==> src/hdl/bbf_pkg.sv <==
// Shared types, codes and constants for the bilinear biquad filter.
`timescale 1ns / 1ps

package bbf_pkg;

    // filter_mode codes
    localparam logic [2:0] MODE_NONE  = 3'd0;
    localparam logic [2:0] MODE_LPF1  = 3'd1;
    localparam logic [2:0] MODE_HPF1  = 3'd2;
    localparam logic [2:0] MODE_LPF2  = 3'd3;
    localparam logic [2:0] MODE_HPF2  = 3'd4;
    localparam logic [2:0] MODE_DERIV = 3'd5;

    // configuration register indexes
    localparam logic [1:0] REG_MODE   = 2'd0;
    localparam logic [1:0] REG_CUT1   = 2'd1;
    localparam logic [1:0] REG_CUT2   = 2'd2;
    localparam logic [1:0] REG_PERIOD = 2'd3;

    localparam logic [63:0] PI_Q25      = 64'd105414357;
    localparam logic [63:0] TWO_E9      = 64'd2000000000;
    localparam logic [63:0] ONE_Q48     = 64'h0001_0000_0000_0000;
    localparam logic [63:0] U_CAP       = 64'h0000_0000_8000_0000;
    localparam logic [63:0] P_CAP       = 64'h0000_0010_0000_0000;
    localparam logic [6:0]  DIV_FULL_IT = 7'd64;

    // 2e9 = 2^10 * 5^9; floor(2^52 / 5^9) for the reciprocal estimate
    localparam logic [63:0] FIVE_P9     = 64'd1953125;
    localparam logic [63:0] RECIP_5P9   = 64'd2305843009;

    typedef struct packed {
        logic        start;
        logic [63:0] rem0;   // starting remainder, below den
        logic [63:0] num;    // bits shifted in, MSB first
        logic [63:0] den;
        logic [6:0]  iters;
    } t_div_req;

    typedef struct packed {
        logic        done;
        logic [63:0] quo;
    } t_div_rsp;

    function automatic logic signed [31:0] sat32(input logic signed [35:0] v);
        if (v > 36'sd2147483647) begin
            return 32'sh7FFF_FFFF;
        end else if (v < -36'sd2147483648) begin
            return 32'sh8000_0000;
        end else begin
            return v[31:0];
        end
    endfunction

endpackage

==> src/hdl/bbf_div.sv <==
// Serial restoring divider, one quotient bit per cycle.
`timescale 1ns / 1ps

module bbf_div
    import bbf_pkg::*;
(
    input  logic     i_clk,
    input  logic     i_rst_n,
    input  t_div_req i_req,
    output t_div_rsp o_rsp
);

    logic        r_busy;
    logic        r_done;
    logic [6:0]  r_cnt;
    logic [63:0] r_rem;
    logic [63:0] r_num;
    logic [63:0] r_den;
    logic [63:0] r_quo;

    logic [64:0] n_trial;
    logic [64:0] n_diff;
    logic        n_ge;

    always_comb begin
        n_trial = {r_rem, r_num[63]};
        n_diff  = n_trial - {1'b0, r_den};
        n_ge    = (n_trial >= {1'b0, r_den});
    end

    always_ff @(posedge i_clk) begin
        if (!i_rst_n) begin
            r_busy <= 1'b0;
            r_done <= 1'b0;
        end else begin
            r_done <= 1'b0;
            if (i_req.start) begin
                r_busy <= 1'b1;
                r_rem  <= i_req.rem0;
                r_num  <= i_req.num;
                r_den  <= i_req.den;
                r_cnt  <= i_req.iters;
                r_quo  <= '0;
            end else if (r_busy) begin
                r_rem <= n_ge ? n_diff[63:0] : n_trial[63:0];
                r_num <= {r_num[62:0], 1'b0};
                r_quo <= {r_quo[62:0], n_ge};
                r_cnt <= r_cnt - 7'd1;
                if (r_cnt == 7'd1) begin
                    r_busy <= 1'b0;
                    r_done <= 1'b1;
                end
            end
        end
    end

    assign o_rsp.done = r_done;
    assign o_rsp.quo  = r_quo;

endmodule

==> config.mk <==
export PLATFORM = sky130hd
export DESIGN_NAME = bbf_div
export DESIGN_NICKNAME = d
export VERILOG_FILES = /design/src/hdl/bbf_pkg.sv /design/src/hdl/bbf_div.sv
export SDC_FILE = /design/constraint.sdc
export NUM_CORES = 1
export LEC_CHECK = 0
export BUFFER_PORTS_ARGS = -buffer_cell sky130_fd_sc_hd__buf_2
export CAP_MARGIN = 25
export CORE_ASPECT_RATIO = 0.7
export CORE_MARGIN = 2
export CORE_UTILIZATION = 40
export DETAILED_ROUTE_END_ITERATION = 7
export PLACE_DENSITY = 0.61
export SKIP_CTS_REPAIR_TIMING = 1
export SYNTH_ARGS = -nofsm -noshare
export SYNTH_HDL_FRONTEND = slang
export SYNTH_SLANG_ARGS = --single-unit
==> constraint.sdc <==
create_clock -name i_clk -period 14.35 [get_ports i_clk]
set_input_delay 2.87 -clock i_clk [delete_from_list [all_inputs] [get_ports i_clk]]
set_output_delay 2.87 -clock i_clk [all_outputs]
set_load 0.03 [all_outputs]
==> results of run 1 <==
stage by stage:
step,setup slack [ns],instance area (µm²),hold slack [ns],utilization
final,8.893,17500,0.4672,0.4741
after global routing,8.684,17500,0.4934,0.4741
after CTS,8.739,17470,0.4667,0.4732
after detailed placement,8.114,16590,0.4504,0.4494
after global placement,8.200,16590,0.4407,0.4494
after floorplan,5.838,14860,0.4145,-
report_power, final:
group | leakage [nW] | switching, W | total [W] | internal [W]
clock network | 0.427 | 0.000316 | 0.000705 | 0.000389
logic | 4.16 | 0.000312 | 0.000525 | 0.000213
registers | 2.53 | 0.0000253 | 0.000955 | 0.000929
layer usage:
metal	global-route usage	up-vias
met5	0	-
met4	0.04345	0
met3	0.03245	50
met2	0.2825	311
met1	0.3052	5223
li1	-	5337
synth_stat cells, types with 10 or more instances:
master	count
nand4_1	25
nand2_1	98
ha_1	66
a21oi_1	99
nor2b_1	65
clkbuf_1	60
nor3_1	10
a21o_1	41
o21bai_1	10
nor2_1	44
a211oi_1	10
xor2_1	21
xnor2_1	39
o21ai_0	101
mux2_2	88
and3_1	17
o21a_1	21
nand3_1	19
o211ai_1	10
edfxtp_1	263
inv_1	93
sequential cells by signal, summed over array words and instances (netlist names):
register	count
r_den	64
r_done	1
r_num	64
r_cnt	7
r_rem	64
r_quo	64
r_busy	1
how the worst max path moves through the flow:
stage,startpoint,endpoint,cells past startpoint
CTS,i_req[199],r_quo[57],4
global route,i_req[199],r_quo[57],5
global placement,i_req[199],r_quo[14],4
floorplan,i_req[199],r_cnt[0],3
finish,i_req[199],r_quo[57],5
detailed placement,i_req[199],r_quo[54],4
worst min-delay path, cell delays in order, from the launching register on:
cell and delay [ns]:
dfxtp_1 0.32, nand2_1 0.06, nor3_1 0.04
final cells by class:
type | count | area [µm²] | area share
Antenna cell | 4 | 10.01 | 0.0005720
Clock inverter | 19 | 136.4 | 0.007793
Tap cell | 488 | 610.6 | 0.03489
Inverter | 93 | 349.1 | 0.01995
Sequential cell | 265 | 7938 | 0.4536
Timing Repair Buffer | 277 | 1430 | 0.08172
Multi-Input combinational cell | 890 | 6286 | 0.3592
Clock buffer | 33 | 740.7 | 0.04233
kinds of logic (layout without fill, tap and decap cells):
| kind of cell | count (synthesis) | in the layout | share of synthesized area |
|---|---|---|---|
| compound gates | 346 | 346 | 0.1477 |
| xor+xnor | 60 | 60 | 0.03535 |
| fa+ha+maj | 67 | 67 | 0.05690 |
| buf+inv | 167 | 422 | 0.04419 |
| flops | 265 | 265 | 0.5340 |
| mux | 93 | 93 | 0.07003 |
| other cells | 0 | 4 | 0 |
| simple gates | 324 | 324 | 0.1118 |
placed cells by master, fill, tap and decap left out, types with 3 or more instances in the layout:
cell	count
buf_2	265
edfxtp_1	263
o21ai_0	101
a21oi_1	99
nand2_1	98
inv_1	92
mux2_2	88
ha_1	66
nor2b_1	65
nor2_1	44
a21o_1	41
xnor2_1	39
clkbuf_16	29
nand4_1	25
xor2_1	21
o21a_1	20
nand3_1	19
and3_1	17
nor3_1	10
o211ai_1	10
o21bai_1	10
a211oi_1	10
a221o_1	9
buf_4	9
or3_1	8
nor4_1	8
and2_1	8
a31oi_1	8
nand2b_1	7
clkinv_1	6
mux2i_1	5
clkinv_2	5
diode_2	4
a21boi_0	4
clkbuf_1	4
a211o_1	3
clkinv_4	3
==> metrics, run 1 <==
worst min path class=reg2reg; clock latency on the worst-skew pair=0.57 ns; wire per inst=18.62 µm; Area Growth Syn to Fin=17.74%; Iteration-0 DRC Markers=883; PwrDens=124.8 mW/mm²; vias in the first global route=10.23k; Tmin final=5.457 ns; Synth Area per Inst=11.24 µm²; I/O Pins=267; Setup Crit Path Kind=in2reg; Synth Flop Type=edfxtp_1; post-route ant nets=0; Max-Cap Viols=0; cell row count=59; vias per std cell=5.278; Initial Util=0.4027; R2R setup slack=9.63 ns; sequential cell area fraction in the yosys report=0.5340; Synth Net Count=1591; CP required=14.58 ns; cells after synthesis=1322; root cell of the clock tree=clkbuf_16; met3 wire len=2298 µm; Metal-1 WL=19270 µm; unrepaired setup endpoints after global routing=no; final worst clock skew=0.01509 ns; fin cells=2069; Max Used Layer=met4; top cell family by delay on the critical path=buffers and inverters; crit path max fanout=68; CP max stage cell=buf_4; R2R Path End=r_rem[26]; Hold Path Origin=r_busy; Yosys top cell by area=edfxtp_1; via count=10.92k; Yosys top cell area share=0.5313; CTS tree=built; ratio of cells with drive above 1 in the final layout=0.2676; setup_tns=0 ns; Buffers on Ports=266; Worst Max-Slew Pin Slew=0.9881 ns; CP peak stage delay=0.80 ns; initial antenna violation count=4; Async S/R FF share, synth=0; final global-route overflow total=0; drt drc=0; Seq cells post-synth=265; crit path buf inv count=4; HPWL Detailed=27840 µm; die footprint=0.03874 mm²; post-synth cell types=70; clock sink total=265; Synth Cell Area=0.01486 mm²; Post-synth EDFFs=263; Final period util=0.3803; Worst setup EP type=register; Worst-path clk slew=0.07 ns; Worst setup SP type=primary input; Final Max Tran Viols=0; reg2reg path depth=11; peak supply drop=0.00008808 V; Crit Reg-Reg Startpoint=r_rem[7]; final net count=1825; Final Hold Vio Count=0; relative slew slack=0.3412; Die Y=165.3 µm; Hold Path Sink=r_done; RD Place Congestion=0.9071; overall power=0.002184 W; Syn. warnings=0; Max Freq=183.3 MHz; CP cell instances=buf_6, o21a_4, buf_4, buf_4, buf_12; status=finished clean; GRT Total Usage=0.1959; worst hold path depth=2; drt pass-1 iters=5; top post-synthesis cells by area=edfxtp_1 (53%), mux2_2 (6.7%), ha_1 (5.6%), o21ai_0 (3.4%), a21oi_1 (3.3%); Setup Viol. Count Final=0; Max clock buf depth=3; CTS buffer count=29; die span in x=234.4 µm; dpl cells=2011; largest net degree at the start of global routing=93; first-pass GRT wire length=58820 µm; CP arrival=5.69 ns; total core area=0.03691 mm²; H-tree depth=1; met2 WL=16220 µm; fill cell count=3457; LEAKAGE=7.113 nW; critical path's most frequent cell=buf_4; Post-Route WL=38530 µm
Power figures use the tool's default switching activity.
==> inputs of run 2 (changes only) <==
--- a/config.mk
+++ b/config.mk
@@ -11,7 +11,7 @@
 export CORE_MARGIN = 2
 export CORE_UTILIZATION = 40
 export DETAILED_ROUTE_END_ITERATION = 7
-export PLACE_DENSITY = 0.61
+export PLACE_DENSITY = 0.64
 export SKIP_CTS_REPAIR_TIMING = 1
 export SYNTH_ARGS = -nofsm -noshare
 export SYNTH_HDL_FRONTEND = slang
==> constraint.sdc (replaced) <==
create_clock -name i_clk -period 4.8 [get_ports i_clk]
set_input_delay 0.96 -clock i_clk [delete_from_list [all_inputs] [get_ports i_clk]]
set_output_delay 0.96 -clock i_clk [all_outputs]
set_load 0.03 [all_outputs]
==> run 2 against run 1 <==
  * Critical path depth up 6
  * Clock power rose to 3.3 times the previous value
  * Largest cell class unchanged
  * Worst setup slack worse by 8.2 ns
  * Final cell count up 0.14%
  * Flip-flop and latch count unchanged
  * Critical path type is now reg2reg
  * Global-route usage up 0.15 points
  * Critical endpoint is now r_rem[62]
  * Highest routed layer unchanged
==> metrics, run 2 (synthesized netlist as in run 1, its figures left out) <==
Final Max Tran Viols=0 (unchanged); Setup Crit Path Kind=reg2reg (was in2reg); fin cells=2072 (was 2069); final net count=1829 (was 1825); Hold Path Origin=r_busy (unchanged); root cell of the clock tree=clkbuf_16 (unchanged); dpl cells=2016 (was 2011); worst min path class=reg2reg (unchanged); CTS buffer count=29 (unchanged); CTS tree=built (unchanged); setup ws final=0.6452 ns (was 8.893 ns); commonest non-fill, non-tap cell in the layout=buf_2 (unchanged); final global-route overflow total=0 (unchanged); CP arrival=4.48 ns (was 5.69 ns); clock latency on the worst-skew pair=0.58 ns (was 0.57 ns); Worst Max-Slew Pin Slew=0.9297 ns (was 0.9881 ns); global route hottest layer=met1 (unchanged); final worst clock skew=0.02636 ns (was 0.01509 ns); setup_tns=0 ns (unchanged); I/O Pins=267 (unchanged); RD Place Congestion=0.8849 (was 0.9071); Worst setup SP type=register (was primary input); Worst-path clk slew=0.06 ns (was 0.07 ns); Initial Util=0.4027 (unchanged); Final Hold Vio Count=0 (unchanged); global-route met1 utilization=0.3005 (was 0.3052); unrepaired setup endpoints after global routing=no (unchanged); largest net degree at the start of global routing=81 (was 93); met3 usage=0.03348 (was 0.03245); Worst setup EP type=register (unchanged); relative slew slack=0.3723 (was 0.3412); final instance area=0.01767 mm² (was 0.01750 mm²); GRT met2 Usage=0.2908 (was 0.2825); Iteration-0 DRC Markers=1064 (was 883); ratio of cells with drive above 1 in the final layout=0.2726 (was 0.2676); crit path max fanout=6 (was 68); Buffers on Ports=266 (unchanged); Die Y=165.3 µm (unchanged); first-pass GRT wire length=59530 µm (was 58820 µm); die footprint=0.03874 mm² (unchanged); Max-Cap Viols=0 (unchanged); via count=11.05k (was 10.92k); Setup Viol. Count Final=0 (unchanged); Hold Path Sink=r_done (unchanged); clock sink total=265 (unchanged); Tmin final=4.155 ns; reg2reg path depth=11 (unchanged); peak supply drop=0.0002614 V (was 0.00008808 V); commonest cells after routing, fill and taps aside=buf_2 (265), edfxtp_1 (263), o21ai_0 (101) (unchanged); Crit Reg-Reg Startpoint=r_rem[16] (was r_rem[7]); initial antenna violation count=5 (was 4); Post-Route WL=39100 µm (was 38530 µm); die span in x=234.4 µm (unchanged); R2R setup slack=0.65 ns (was 9.63 ns); post-route ant nets=0 (unchanged); worst slack at placement=0.6775 ns (was 8.114 ns); cell row count=59 (unchanged); Final period util=0.8656; HPWL Detailed=28190 µm (was 27840 µm); drt pass-1 iters=5 (unchanged); Max clock buf depth=3 (unchanged); LEAKAGE=7.187 nW (was 7.113 nW); status=finished clean (unchanged); Post-DP Area=0.01665 mm² (was 0.01659 mm²); CP required=5.12 ns (was 14.58 ns); wire per inst=18.87 µm (was 18.62 µm); PwrDens=384.4 mW/mm² (was 124.8 mW/mm²); vias in the first global route=10.62k (was 10.23k); total core area=0.03691 mm² (unchanged); vias per std cell=5.333 (was 5.278); drt drc=0 (unchanged); Max Freq=240.7 MHz; H-tree depth=1 (unchanged); GRT Total Usage=0.1974 (was 0.1959); R2R Path End=r_rem[62] (was r_rem[26]); worst hold path depth=2 (unchanged); Area Growth Syn to Fin=18.90% (was 17.74%)
## run 2: final cells by class
class / instances / area (µm²)
clock inverter: 21 / 254.0
sequential: 265 / 7938
clock buffer: 31 / 733.2
fill: 3437 / 19240
multi-input combinational: 890 / 6286
timing repair buffer: 281 / 1495
tap: 488 / 610.6
inverter: 93 / 349.1
antenna: 3 / 7.507
## run 2: how the worst max path moves through the flow
stage / to / slack, ns / cells after the start / start
2_1_floorplan: r_cnt[0] / 0.25 / 3 / i_req[199]
3_3_place_gp: r_rem[56] / 0.73 / 15 / r_num[63]
3_5_place_dp: r_rem[6] / 0.68 / 11 / r_rem[19]
4_1_cts: r_rem[6] / 0.67 / 11 / r_rem[19]
5_1_grt: r_rem[56] / 0.37 / 15 / r_num[63]
6_report: r_rem[62] / 0.65 / 11 / r_rem[16]
## run 2: report_power, final
| part | total [W] | internal, W | switching [W] |
|---|---|---|---|
| registers | 0.00285 | 0.00278 | 0.0000746 |
| clock network | 0.00235 | 0.00138 | 0.000970 |
| logic | 0.00160 | 0.000648 | 0.000947 |
## run 2: per-stage QoR
stage,total power [W],hold slack (ns),util
after floorplan,0.004028,0.4144,-
after global placement,0.004442,0.4363,0.4511
after detailed placement,0.004465,0.4407,0.4511
after CTS,0.006834,0.4428,0.4779
after global routing,0.007128,0.4773,0.4788
final,0.006794,0.4513,0.4788
## run 2: critical path, stage by stage (launching register included)
cell	delay, ns
edfxtp_1	0.40
ha_1	0.40
nand2_1	0.15
o21ai_0	0.40
nor3_1	0.12
a211oi_1	0.60
a31oi_1	0.31
o41a_1	0.54
a21oi_2	0.31
a41oi_1	0.20
xnor2_1	0.16
a221o_1	0.32
## run 2: per-layer routing
layer,wire length (µm),vias up
li1,-,5344
met5,0,-
met1,19300,5296
met2,16490,349
met4,867,0
met3,2441,62
